File: src/design/h2r_pkg.sv
// Package for the HSL to RGB converter: widths, fixed-point constants,
// the per-lane segment code and the pipeline control structs.
// No dependencies; every other file in the design depends on it.
package h2r_pkg;

    // Field and internal widths
    localparam int unsigned HUE_W   = 16;
    localparam int unsigned Q_W     = 17;              // Q1.16 level, 65536 = 1.0
    localparam int unsigned POS_W   = 18;              // hue * 3, units of 1/196608 turn
    localparam int unsigned OFF_W   = 16;              // offset into a ramp segment
    localparam int unsigned LS_W    = 2 * Q_W;         // lightness * saturation
    localparam int unsigned RP_W    = Q_W + OFF_W;     // level span * offset
    localparam int unsigned SC_W    = Q_W + 8;         // level * 255
    localparam int unsigned CH_W    = 8;
    localparam int unsigned WORD_W  = 32;

    // Pipeline depth: two front stages, four stages per colour lane
    localparam int unsigned FRONT_N = 2;
    localparam int unsigned LANE_N  = 4;
    localparam int unsigned NSTAGE  = FRONT_N + LANE_N;

    // Shifts
    localparam int unsigned Q_SHIFT    = 16;
    localparam int unsigned RAMP_SHIFT = 15;
    localparam int unsigned CH_SHIFT   = 16;

    typedef logic [HUE_W-1:0] t_hue;
    typedef logic [Q_W-1:0]   t_q;
    typedef logic [POS_W-1:0] t_pos;
    typedef logic [OFF_W-1:0] t_off;
    typedef logic [CH_W-1:0]  t_ch;

    // Fixed-point constants
    localparam t_q   Q_ONE      = t_q'(65536);
    localparam t_q   Q_HALF     = t_q'(32768);
    localparam t_pos TURN3      = t_pos'(196608);
    localparam t_pos THIRD3     = t_pos'(65536);
    localparam t_pos TWO_THIRD3 = t_pos'(131072);
    localparam t_pos BRK_SIXTH  = t_pos'(32768);
    localparam t_pos BRK_HALF   = t_pos'(98304);
    localparam t_pos BRK_2THIRD = t_pos'(131072);
    localparam t_ch  ALPHA      = t_ch'(255);

    // Piece of the hue ramp that a position falls in
    typedef enum logic [1:0] {
        SEG_RISE,
        SEG_HIGH,
        SEG_FALL,
        SEG_LOW
    } t_seg;

    // Stage enables and valid bits handed to the datapath modules
    typedef struct packed {
        logic [FRONT_N-1:0] en;
        logic [FRONT_N-1:0] vld;
    } t_front_ctl;

    typedef struct packed {
        logic [LANE_N-1:0] en;
        logic [LANE_N-1:0] vld;
    } t_lane_ctl;

endpackage

File: src/design/h2r_if.sv
// Valid/ready channel interfaces of the HSL to RGB converter.
// Depends on h2r_pkg for the field types.
interface h2r_in_if;
    logic              valid;
    logic              ready;
    h2r_pkg::t_hue     hue;
    h2r_pkg::t_q       saturation;
    h2r_pkg::t_q       lightness;

    modport source (output valid, output hue, output saturation, output lightness,
                    input ready);
    modport sink   (input valid, input hue, input saturation, input lightness,
                    output ready);
endinterface

interface h2r_out_if;
    logic                            valid;
    logic                            ready;
    logic [h2r_pkg::WORD_W-1:0]      color_word;

    modport source (output valid, output color_word, input ready);
    modport sink   (input valid, input color_word, output ready);
endinterface

File: src/design/h2r_front.sv
// Front end: clamps saturation and lightness, forms the ramp levels m1, m2
// and their span, and the three hue positions. Two register stages.
// Depends on h2r_pkg.
module h2r_front (
    input  logic                i_clk,
    input  logic                i_rst_n,
    input  h2r_pkg::t_front_ctl i_ctl,
    input  h2r_pkg::t_hue       i_hue,
    input  h2r_pkg::t_q         i_saturation,
    input  h2r_pkg::t_q         i_lightness,
    output h2r_pkg::t_q         o_m1,
    output h2r_pkg::t_q         o_m2,
    output h2r_pkg::t_q         o_d,
    output h2r_pkg::t_pos       o_x_red,
    output h2r_pkg::t_pos       o_x_green,
    output h2r_pkg::t_pos       o_x_blue
);
    import h2r_pkg::*;

    // Stage 1: clamp, product, scaled hue
    t_q              n_s1_l, n_s1_s;
    logic [LS_W-1:0] n_s1_prod;
    t_pos            n_s1_h3;
    t_q              r_s1_l, r_s1_s;
    logic [LS_W-1:0] r_s1_prod;
    t_pos            r_s1_h3;

    always_comb begin
        n_s1_l    = (i_lightness > Q_ONE) ? Q_ONE : i_lightness;
        n_s1_s    = (i_saturation > Q_ONE) ? Q_ONE : i_saturation;
        n_s1_prod = LS_W'(n_s1_l) * LS_W'(n_s1_s);
        n_s1_h3   = POS_W'(i_hue) + (POS_W'(i_hue) << 1);
    end

    always_ff @(posedge i_clk) begin
        if (i_ctl.en[0]) begin
            r_s1_l    <= n_s1_l;
            r_s1_s    <= n_s1_s;
            r_s1_prod <= n_s1_prod;
            r_s1_h3   <= n_s1_h3;
        end
    end

    // Stage 2: levels m2 = l + q, m1 = l - q, span 2q; positions wrap at one turn
    t_q   n_p, n_q, n_m1, n_m2, n_d;
    t_pos n_x_red, n_x_blue;
    t_q   r_m1, r_m2, r_d;
    t_pos r_x_red, r_x_green, r_x_blue;

    always_comb begin
        n_p  = r_s1_prod[Q_SHIFT+Q_W-1:Q_SHIFT];
        n_q  = (r_s1_l < Q_HALF) ? n_p : (r_s1_s - n_p);
        n_m2 = r_s1_l + n_q;
        n_m1 = r_s1_l - n_q;
        n_d  = {n_q[Q_W-2:0], 1'b0};
        n_x_red  = (r_s1_h3 >= TWO_THIRD3) ? (r_s1_h3 - TWO_THIRD3) : (r_s1_h3 + THIRD3);
        n_x_blue = (r_s1_h3 >= THIRD3) ? (r_s1_h3 - THIRD3) : (r_s1_h3 + TWO_THIRD3);
    end

    always_ff @(posedge i_clk) begin
        if (i_ctl.en[1]) begin
            r_m1      <= n_m1;
            r_m2      <= n_m2;
            r_d       <= n_d;
            r_x_red   <= n_x_red;
            r_x_green <= r_s1_h3;
            r_x_blue  <= n_x_blue;
        end
    end

    assign o_m1      = r_m1;
    assign o_m2      = r_m2;
    assign o_d       = r_d;
    assign o_x_red   = r_x_red;
    assign o_x_green = r_x_green;
    assign o_x_blue  = r_x_blue;

    // Levels stay ordered and within one; positions stay inside one turn
    a_level_order: assert property (@(posedge i_clk) disable iff (!i_rst_n)
        i_ctl.vld[1] |-> (r_m1 <= r_m2) && (r_m2 <= Q_ONE))
        else $error("front: ramp levels out of order or above one");
    a_span: assert property (@(posedge i_clk) disable iff (!i_rst_n)
        i_ctl.vld[1] |-> (r_d == t_q'(r_m2 - r_m1)))
        else $error("front: span does not match levels");
    a_pos_range: assert property (@(posedge i_clk) disable iff (!i_rst_n)
        i_ctl.vld[1] |-> (r_x_red < TURN3) && (r_x_green < TURN3) && (r_x_blue < TURN3))
        else $error("front: hue position beyond one turn");

endmodule

File: src/design/h2r_lane.sv
// One colour lane: picks the ramp segment for a hue position, scales the
// span, forms the level and converts it to an 8-bit channel. Four stages.
// Depends on h2r_pkg.
module h2r_lane (
    input  logic               i_clk,
    input  logic               i_rst_n,
    input  h2r_pkg::t_lane_ctl i_ctl,
    input  h2r_pkg::t_q        i_m1,
    input  h2r_pkg::t_q        i_m2,
    input  h2r_pkg::t_q        i_d,
    input  h2r_pkg::t_pos      i_x,
    output h2r_pkg::t_ch       o_channel
);
    import h2r_pkg::*;

    // Stage 1: segment decode and offset into the segment
    t_seg n_l1_seg;
    t_off n_l1_off;
    t_seg r_l1_seg;
    t_off r_l1_off;
    t_q   r_l1_m1, r_l1_m2, r_l1_d;

    always_comb begin
        priority if (i_x < BRK_SIXTH) begin
            n_l1_seg = SEG_RISE;
            n_l1_off = OFF_W'(i_x);
        end else if (i_x < BRK_HALF) begin
            n_l1_seg = SEG_HIGH;
            n_l1_off = '0;
        end else if (i_x < BRK_2THIRD) begin
            n_l1_seg = SEG_FALL;
            n_l1_off = OFF_W'(BRK_2THIRD - i_x);
        end else begin
            n_l1_seg = SEG_LOW;
            n_l1_off = '0;
        end
    end

    always_ff @(posedge i_clk) begin
        if (i_ctl.en[0]) begin
            r_l1_seg <= n_l1_seg;
            r_l1_off <= n_l1_off;
            r_l1_m1  <= i_m1;
            r_l1_m2  <= i_m2;
            r_l1_d   <= i_d;
        end
    end

    // Stage 2: span times offset
    logic [RP_W-1:0] r_l2_prod;
    t_seg            r_l2_seg;
    t_q              r_l2_m1, r_l2_m2;

    always_ff @(posedge i_clk) begin
        if (i_ctl.en[1]) begin
            r_l2_prod <= RP_W'(r_l1_d) * RP_W'(r_l1_off);
            r_l2_seg  <= r_l1_seg;
            r_l2_m1   <= r_l1_m1;
            r_l2_m2   <= r_l1_m2;
        end
    end

    // Stage 3: level on the ramp
    t_q n_l3_slope, n_l3_v;
    t_q r_l3_v;

    always_comb begin
        n_l3_slope = r_l2_prod[RAMP_SHIFT+Q_W-1:RAMP_SHIFT];
        unique case (r_l2_seg)
            SEG_RISE, SEG_FALL: n_l3_v = r_l2_m1 + n_l3_slope;
            SEG_HIGH:           n_l3_v = r_l2_m2;
            SEG_LOW:            n_l3_v = r_l2_m1;
            default:            n_l3_v = r_l2_m1;
        endcase
    end

    always_ff @(posedge i_clk) begin
        if (i_ctl.en[2]) begin
            r_l3_v <= n_l3_v;
        end
    end

    // Stage 4: channel = floor(255 * v / 65536), saturated
    logic [SC_W-1:0]          n_l4_scaled;
    logic [SC_W-CH_SHIFT-1:0] n_l4_top;
    t_ch                      n_l4_ch;
    t_ch                      r_channel;

    always_comb begin
        n_l4_scaled = (SC_W'(r_l3_v) << 8) - SC_W'(r_l3_v);
        n_l4_top    = n_l4_scaled[SC_W-1:CH_SHIFT];
        n_l4_ch     = (n_l4_top > (SC_W-CH_SHIFT)'(ALPHA)) ? ALPHA : n_l4_top[CH_W-1:0];
    end

    always_ff @(posedge i_clk) begin
        if (i_ctl.en[3]) begin
            r_channel <= n_l4_ch;
        end
    end

    assign o_channel = r_channel;

    // A falling segment never starts at zero offset; ramp levels never pass one
    a_fall_offset: assert property (@(posedge i_clk) disable iff (!i_rst_n)
        i_ctl.vld[0] && (r_l1_seg == SEG_FALL) |-> (r_l1_off != '0))
        else $error("lane: falling segment with zero offset");
    a_slope_span: assert property (@(posedge i_clk) disable iff (!i_rst_n)
        i_ctl.vld[1] && (r_l2_seg == SEG_RISE || r_l2_seg == SEG_FALL)
        |-> (r_l2_prod[RP_W-1:RAMP_SHIFT] <= (RP_W-RAMP_SHIFT)'(r_l2_m2 - r_l2_m1)))
        else $error("lane: slope exceeds level span");
    a_level_max: assert property (@(posedge i_clk) disable iff (!i_rst_n)
        i_ctl.vld[2] |-> (r_l3_v <= Q_ONE))
        else $error("lane: ramp level above one");

endmodule

File: src/design/hsl_to_rgb_converter.sv
// HSL to RGB converter top level: one colour word per cycle while the output
// is not stalled. 6 register stages (2 front, 4 lane) lie between the input
// handshake and the output word.
// Throughput: one word every cycle; each stage moves on when the stage after
// it is free, so a stall fills bubbles first and drops or repeats nothing.
// Reset (synchronous, active low) clears every stage valid bit; data needs none.
module hsl_to_rgb_converter (
    input  logic        i_clk,
    input  logic        i_rst_n,
    h2r_in_if.sink      i_in,
    h2r_out_if.source   o_out
);
    import h2r_pkg::*;

    // Stage valid bits and enables
    logic [NSTAGE-1:0] r_vld;
    logic [NSTAGE-1:0] n_vld;
    logic [NSTAGE-1:0] en;

    always_comb begin
        en[NSTAGE-1] = !r_vld[NSTAGE-1] || o_out.ready;
        for (int k = NSTAGE - 2; k >= 0; k--) begin
            en[k] = !r_vld[k] || en[k+1];
        end
        n_vld[0] = en[0] ? i_in.valid : r_vld[0];
        for (int k = 1; k < NSTAGE; k++) begin
            n_vld[k] = en[k] ? r_vld[k-1] : r_vld[k];
        end
    end

    always_ff @(posedge i_clk) begin
        if (!i_rst_n) begin
            r_vld <= '0;
        end else begin
            r_vld <= n_vld;
        end
    end

    // Hand enables and valids to the datapath
    t_front_ctl front_ctl;
    t_lane_ctl  lane_ctl;

    assign front_ctl.en  = en[FRONT_N-1:0];
    assign front_ctl.vld = r_vld[FRONT_N-1:0];
    assign lane_ctl.en   = en[NSTAGE-1:FRONT_N];
    assign lane_ctl.vld  = r_vld[NSTAGE-1:FRONT_N];

    t_q   m1, m2, d;
    t_pos x_red, x_green, x_blue;
    t_ch  ch_red, ch_green, ch_blue;

    h2r_front u_front (
        .i_clk        (i_clk),
        .i_rst_n      (i_rst_n),
        .i_ctl        (front_ctl),
        .i_hue        (i_in.hue),
        .i_saturation (i_in.saturation),
        .i_lightness  (i_in.lightness),
        .o_m1         (m1),
        .o_m2         (m2),
        .o_d          (d),
        .o_x_red      (x_red),
        .o_x_green    (x_green),
        .o_x_blue     (x_blue)
    );

    h2r_lane u_lane_red (
        .i_clk     (i_clk),
        .i_rst_n   (i_rst_n),
        .i_ctl     (lane_ctl),
        .i_m1      (m1),
        .i_m2      (m2),
        .i_d       (d),
        .i_x       (x_red),
        .o_channel (ch_red)
    );

    h2r_lane u_lane_green (
        .i_clk     (i_clk),
        .i_rst_n   (i_rst_n),
        .i_ctl     (lane_ctl),
        .i_m1      (m1),
        .i_m2      (m2),
        .i_d       (d),
        .i_x       (x_green),
        .o_channel (ch_green)
    );

    h2r_lane u_lane_blue (
        .i_clk     (i_clk),
        .i_rst_n   (i_rst_n),
        .i_ctl     (lane_ctl),
        .i_m1      (m1),
        .i_m2      (m2),
        .i_d       (d),
        .i_x       (x_blue),
        .o_channel (ch_blue)
    );

    // Pack the output word
    assign i_in.ready       = en[0];
    assign o_out.valid      = r_vld[NSTAGE-1];
    assign o_out.color_word = {ALPHA, ch_blue, ch_green, ch_red};

    // A free output side lets the whole pipe advance
    a_no_stall_flow: assert property (@(posedge i_clk) disable iff (!i_rst_n)
        o_out.ready |-> i_in.ready)
        else $error("top: input stalled while output side is free");
    a_empty_head: assert property (@(posedge i_clk) disable iff (!i_rst_n)
        !r_vld[0] |-> i_in.ready)
        else $error("top: input stalled with empty first stage");
    a_accept_lands: assert property (@(posedge i_clk) disable iff (!i_rst_n)
        i_in.valid && i_in.ready |=> r_vld[0])
        else $error("top: accepted word missing from first stage");

endmodule
File: src/flat_wrapper.sv
// flat-port wrapper written by rule: the top's interface ports become plain ports
module hsl_to_rgb_converter_flat import h2r_pkg::*;
  (i_clk, i_rst_n, i_in_valid, i_in_hue, i_in_saturation, i_in_lightness, i_in_ready, o_out_valid, o_out_color_word, o_out_ready);
  h2r_in_if i_in_i ();
  h2r_out_if o_out_i ();
  input  logic i_clk;
  input  logic i_rst_n;
  input wire logic [$bits(i_in_i.valid)-1:0] i_in_valid;
  input wire logic [$bits(i_in_i.hue)-1:0] i_in_hue;
  input wire logic [$bits(i_in_i.saturation)-1:0] i_in_saturation;
  input wire logic [$bits(i_in_i.lightness)-1:0] i_in_lightness;
  output wire logic [$bits(i_in_i.ready)-1:0] i_in_ready;
  output wire logic [$bits(o_out_i.valid)-1:0] o_out_valid;
  output wire logic [$bits(o_out_i.color_word)-1:0] o_out_color_word;
  input wire logic [$bits(o_out_i.ready)-1:0] o_out_ready;
  assign i_in_i.valid = i_in_valid;
  assign i_in_i.hue = i_in_hue;
  assign i_in_i.saturation = i_in_saturation;
  assign i_in_i.lightness = i_in_lightness;
  assign i_in_ready = i_in_i.ready;
  assign o_out_valid = o_out_i.valid;
  assign o_out_color_word = o_out_i.color_word;
  assign o_out_i.ready = o_out_ready;
  hsl_to_rgb_converter u_core (.i_clk(i_clk), .i_rst_n(i_rst_n), .i_in(i_in_i), .o_out(o_out_i));
endmodule
File: config.mk
export PLATFORM = sky130hd
export DESIGN_NAME = hsl_to_rgb_converter_flat
export DESIGN_NICKNAME = d
export VERILOG_FILES = /design/src/design/h2r_pkg.sv /design/src/design/h2r_if.sv /design/src/design/h2r_front.sv /design/src/design/h2r_lane.sv /design/src/design/hsl_to_rgb_converter.sv /design/src/flat_wrapper.sv
export SDC_FILE = /design/constraint.sdc
export NUM_CORES = 2
export LEC_CHECK = 0
export BUFFER_PORTS_ARGS = -buffer_cell sky130_fd_sc_hd__buf_2
export CAP_MARGIN = 15
export CORE_MARGIN = 2
export CORE_UTILIZATION = 25
export CTS_CLUSTER_SIZE = 40
export DETAILED_ROUTE_END_ITERATION = 8
export GPL_TIMING_DRIVEN = 0
export PLACE_DENSITY = 0.48
export SLEW_MARGIN = 20
export SYNTH_ARGS = -nofsm -noshare
export SYNTH_HDL_FRONTEND = slang
export SYNTH_SLANG_ARGS = --single-unit
File: constraint.sdc
create_clock -name i_clk -period 15 [get_ports i_clk]
set_clock_uncertainty 0.2 [all_clocks]
set_input_delay 0.75 -clock i_clk [delete_from_list [all_inputs] [get_ports i_clk]]
set_output_delay 0.75 -clock i_clk [all_outputs]
set_load 0.005 [all_outputs]
## Yosys cells after proc, flatten, opt, wreduce, memory -nomap -nowiden

Index checks and enable logic that the tools add are counted.

- Bits in registers: 510
- Bits of input ports: 54
- Output and inout port bits: 34
- Word-level logic and storage cells: 133

- Add/sub/neg operators: 17
- $mul: 4
- Order comparisons: 17
- Eq/ne operators: 9
- Multiplexer cells: 23
- Reduce and logical (&&, ||, !) cells: 21

Operator list:

| operator | count |
|---|---|
| case mux 17 bit (3 select lines) | 3 |
| two-way mux 16 bit | 9 |
| multiplier 16 x 16 -> 31 bit | 3 |
| subtractor 25 x 17 -> 25 bit | 3 |
| adder 17 bit | 4 |
| < comparator 18 x 16 -> 1 bit, second input constant | 3 |
| < comparator 18 x 17 -> 1 bit, second input constant | 3 |
| < comparator 18 bit, second input constant | 3 |
| two-way mux 17 bit | 3 |
| subtractor 1 x 16 -> 16 bit, first input constant | 3 |
| two-way mux 18 bit | 2 |
| > comparator 17 bit, second input constant | 2 |
| subtractor 17 bit | 2 |
| multiplier 17 x 17 -> 33 bit | 1 |
| > comparator 9 x 8 -> 1 bit, second input constant | 3 |
| adder 16 x 17 -> 18 bit | 1 |
| adder 18 x 17 -> 18 bit, second input constant | 1 |
| adder 18 bit, second input constant | 1 |
| >= comparator 18 x 17 -> 1 bit, second input constant | 1 |
| >= comparator 18 bit, second input constant | 1 |
| subtractor 18 x 17 -> 18 bit, second input constant | 1 |
| subtractor 18 bit, second input constant | 1 |
| < comparator 17 x 16 -> 1 bit, second input constant | 1 |
| == test 2 bit, second input constant | 6 |
| 6 further kinds | 30 |

## Longest topological paths before layout

- Depth after elaboration: 7
- Depth in mapped cells: 28
- Mapped depth without buffers: 27

## Modules after synthesis

Synthesis repeated with hierarchy kept, for this count alone.

- Cell total of the unflattened synthesis: 6131
- Area total of the unflattened synthesis: 62100.8 um^2

Modules (own cells, without submodules):

| module | instances | cells each | area each (um^2) | seq. area each (um^2) |
|---|---|---|---|---|
| h2r_front | 1 | 1787 | 16951.3 | 4204.0 |
| h2r_lane at u_core.u_lane_red | 1 | 1435 | 14993.1 | 4414.2 |
| h2r_lane at u_core.u_lane_blue | 1 | 1445 | 14964.4 | 4414.2 |
| h2r_lane at u_core.u_lane_green | 1 | 1429 | 14894.3 | 4414.2 |
| hsl_to_rgb_converter | 1 | 35 | 297.8 | 120.1 |

## Worst setup path after synthesis

OpenSTA, ideal clock, no wires.

- Path type: input-to-reg
- From: input i_in_saturation[3]
- To: register u_core.u_front.r_s1_prod[32], data pin
- Setup time: 0.261 ns
- Arrival time: 7.246 ns
- Data required time: 14.539 ns
- Path slack: 7.294 ns
- Cell stages on the path: 26
- Buffers on the path: 2
- Path through: nor4_1 nand4_1 nand2_1 clkbuf_1 nand2_1 inv_1 clkbuf_1 nand2_1 fa_1 fa_1 fa_1 inv_1 fa_1 fa_1 inv_1 fa_1 inv_1 ha_1 nand4_1 a21oi_1 a221o_1 a41o_1 o2111ai_1 a21oi_1 or2_2 a311o_1

- Cells in the longest elaborated chain, start to end: 3

RTL lines:

| what | line | RTL |
|---|---|---|
| start, declared | flat_wrapper.sv:10 | `input wire logic [$bits(i_in_i.saturation)-1:0] i_in_saturation;` |
| > comparator 17 bit | h2r_front.sv:30 | `n_s1_s = (i_saturation > Q_ONE) ? Q_ONE : i_saturation;` |
| two-way mux 17 bit | h2r_front.sv:30 |  |
| net u_core.u_front.n_s1_s[2] | h2r_front.sv:21 | `t_q n_s1_l, n_s1_s;` |
| multiplier 17 x 17 -> 33 bit | h2r_front.sv:31 | `n_s1_prod = LS_W'(n_s1_l) * LS_W'(n_s1_s);` |
| net u_core.u_front.n_s1_prod[32] | h2r_front.sv:22 | `logic [LS_W-1:0] n_s1_prod;` |
| end signal, assigned | h2r_front.sv:39 | `r_s1_prod <= n_s1_prod;` |
| end, declared | h2r_front.sv:25 | `logic [LS_W-1:0] r_s1_prod;` |

The timed path passes the listed nets, and every way through them passes these cells.
A chain may end at the register's enable or synchronous reset.

==> metrics.md <==
| Metric | Value |
|---|---|
| GRT Util Overall | 0.147 |
| Clock slew at reported path FFs | 0.06 ns |
| Die area | 0.218 mm2 |
| CTS tree | yes |
| Vias per cell | 4.48 |
| Area taken by flip-flops and latches | 0.0123 mm2 |
| Biggest register | u_core.u_front.r_s1_h3 |
| Total grt overflow | 0 |
| Syn Area/Cell | 9.76 um2 |
| Clk buf depth | 3 |
| Worst slew pin tran | 1.21 ns |
| Period utilization | 0.597 |
| Avg WL per Cell | 18.8 um |
| Iter 0 DRT Violations | 2462 |
| Post-CTS Hold Buffers | 0 |
| DRC Markers | 0 |
| Status | complete, no violations |
| Unique cell type count in the Yosys netlist | 76 |
| # IOs | 88 |
| Final Util | 0.279 |
| Detail Route Antenna Nets | 0 |
| Critical path required time | 15.19 ns |
| Filler instances | 22500 |
| Crit-path leading delay family | adder cells |
| Setup tns final | 0 ns |
| Share of layout cells above drive strength 1 | 0.0397 |
| Startpoint types | register |
| Setup repair bufs after CTS | 0 |
| Clk root buf | clkbuf_16 |
| CP endpoint kind | register |
| CP Data Arrival Time | 9.14 ns |
| Slew HR | 0.194 |
| Footprint of the multi-input gates | 0.0364 mm2 |
| Via count | 38100 |
| Total wire length | 160000 um |
| RePlAce Congestion | 0.887 |
| Synth Flop Type | edfxtp_1 |
| Initial antenna violation count | 21 |
| Worst path bufs/invs | 7 |
| Maximum fanout along the worst path | 10 |
| Clk_lat worst skew | 0.65 ns |
| Core area | 0.213 mm2 |
| Port Buf Inserts | 78 |
| Row count | 169 |
| Fin nets | 7028 |
| Async set-reset flop share out of synthesis | 0 |
| EDFF count, synth | 407 |
| Post_cts resized | 0 |
| Worst Hold Class | input pin to register |
| Largest register FFs | 18 |
| Synthesized area | 0.0536 mm2 |
| First drt pass iteration count | 5 |
| Layout area overhead | 10.7% |
| Syn. warnings | 0 |
| Pin count of the biggest net entering global routing | 80 |
| Max-cap violations | 0 |
| Slew Viols, Final | 0 |
| Crit-path most repeated cell | fa_1 |
| Max Clk Rate | 112 MHz |
| Sequential area share after synthesis | 0.230 |
| Crit Path Category | register to register |
| Number of H-tree levels | 2 |
| Vias in the first global route | 40200 |
| Slowest CP cell | clkbuf_1 |
| Mapped Cells | 5493 |
| Worst R2R Setup Slack | 6.04 ns |
| HPWL Detailed | 131000 um |
| Minimum clock period | 8.96 ns |
| Global-route wire length before repair | 244000 um |
| Die Y | 467 um |
| CP max stage delay | 0.82 ns |
| Clock Sinks | 413 |
| Initial Util | 0.252 |
| Total CTS buffers | 50 |
| RSZ-0062 raised after global routing | false |
| Final hold vios | 0 |
| Register bit total from synthesis | 413 |
| Final setup violation count | 0 |
| Die W | 467 um |
| CP cell instances | clkbuf_1 > clkbuf_1 > nand2_1 > fa_1 > inv_1 > fa_1 > inv_1 > fa_1 > fa_1 > inv_1 > fa_1 > inv_1 > fa_1 > inv_1 > ha_1 > a21oi_1 > o21ai_0 > a32oi_1 > a31o_2 > o21ai_0 > a221oi_1 > o21ai_0 > o41ai_1 > xnor2_1 |
[layout make-up]
type,count,area share
Antenna cell,2,0.0000844
Buffer,220,0.0146
Clock buffer,62,0.0219
Clock inverter,26,0.00532
Inverter,1078,0.0684
Multi-Input combinational cell,3789,0.614
Sequential cell,413,0.208
Tap cell,2821,0.0595
Timing Repair Buffer,82,0.00831
[layout by cell type, fill, tap and decap left out, types with 9 or more instances in the layout]
cell type	n
nand2b_1	21
fa_1	804
o21a_1	33
o211ai_1	23
o41ai_1	10
nand2_1	734
o21bai_1	15
a31o_2	11
nor3_1	56
and2_1	316
a311oi_1	12
or3_1	28
nor4_1	16
ha_1	536
buf_1	10
nor2_1	293
clkbuf_16	50
a21oi_1	150
a211oi_1	27
buf_2	81
nand4_1	18
edfxtp_1	407
nand3_1	45
mux2_2	13
clkbuf_1	208
a22o_1	11
inv_1	1066
a31oi_1	16
buf_4	9
and3_1	28
or2_2	15
nor2b_1	24
mux2i_1	42
a21o_1	56
o31ai_1	46
o21ai_0	100
xnor2_1	134
clkinv_1	15
xor2_1	32
[worst reg2reg max path, delay by kind of cell, from the launching register on]
family | cells | cell delay (ns)
xor gates and xnor gates | 1 | 0.11
buffers and inverters | 7 | 1.88
and+or+nand+nor | 1 | 0.16
AOI/OAI and AO/OA | 8 | 2.64
adders and majority gates | 7 | 3.32
DFF | 1 | 0.43
[cell usage after synthesis, drive strengths merged (7+ instances only)]
cell / instances / area share
nor2: 293 / 0.021
a22o: 11 / 0.0018
o21ai: 103 / 0.0096
a311oi: 12 / 0.0020
o211ai: 23 / 0.0032
o41ai: 10 / 0.0016
ha: 536 / 0.13
mux2i: 42 / 0.0078
a21boi: 7 / 0.00098
clkbuf: 198 / 0.014
nor3: 58 / 0.0056
nand2: 736 / 0.052
a211oi: 27 / 0.0038
xor2: 32 / 0.0052
nand4: 18 / 0.0021
nor4: 19 / 0.0026
fa: 804 / 0.30
o21bai: 15 / 0.0021
clkinv: 9 / 0.00063
buf: 22 / 0.0022
nor3b: 8 / 0.0011
edfxtp: 407 / 0.23
a31oi: 16 / 0.0019
inv: 1069 / 0.075
a21oi: 150 / 0.014
o21a: 33 / 0.0046
a211o: 8 / 0.0013
nor2b: 24 / 0.0028
mux2: 13 / 0.0027
and3: 28 / 0.0033
nand3: 46 / 0.0043
or2: 16 / 0.0019
and2: 316 / 0.037
a31o: 11 / 0.0018
xnor2: 134 / 0.022
or3: 32 / 0.0041
o31ai: 47 / 0.0066
a21o: 56 / 0.0078
nand2b: 21 / 0.0025
[routing by layer]
layer,vias to the layer above,GRT usage,wire [um]
met5,-,0,126
met4,24,0.0400,4780
met3,219,0.0198,7820
met2,876,0.249,76100
met1,19200,0.195,71000
li1,17700,-,-
[path summary, 6_finish.rpt]
kind                                    start                           endpoint  cells after the start
setup / recovery  u_core.u_lane_red.r_l1_d[6]  u_core.u_lane_green.r_l2_prod[31]                     24
hold / removal                    i_in_hue[0]          u_core.u_front.r_s1_h3[0]                      1
setup reg to reg  u_core.u_lane_red.r_l1_d[6]  u_core.u_lane_green.r_l2_prod[31]                     24
hold reg to reg       u_core.u_front.o_m2[11]      u_core.u_lane_red.r_l1_m2[11]                      0
[cell families after synthesis]
kind of cell,after synthesis,share of synthesized area
simple gates,1637,0.143
other cells,1,0.0000700
buf+inv,1298,0.0916
flops,413,0.230
compound gates,583,0.0723
fa+ha+maj,1340,0.425
xor+xnor,166,0.0271
mux,55,0.0106
[per-stage QoR]
step	hold slack, ns	instances	setup WS, ns	instance area, um2
floorplan	0.200	5500	7.29	53600
global placement	0.205	8399	5.40	57500
detailed placement	0.205	8403	5.42	57700
CTS	0.0593	8491	6.03	59300
global route	0.0848	8491	5.63	59300
finish	0.103	8493	6.04	59300
Power is left out: the tool's default activity adds up to more than one toggle a clock period on the data nets, which glitch-free logic cannot reach.
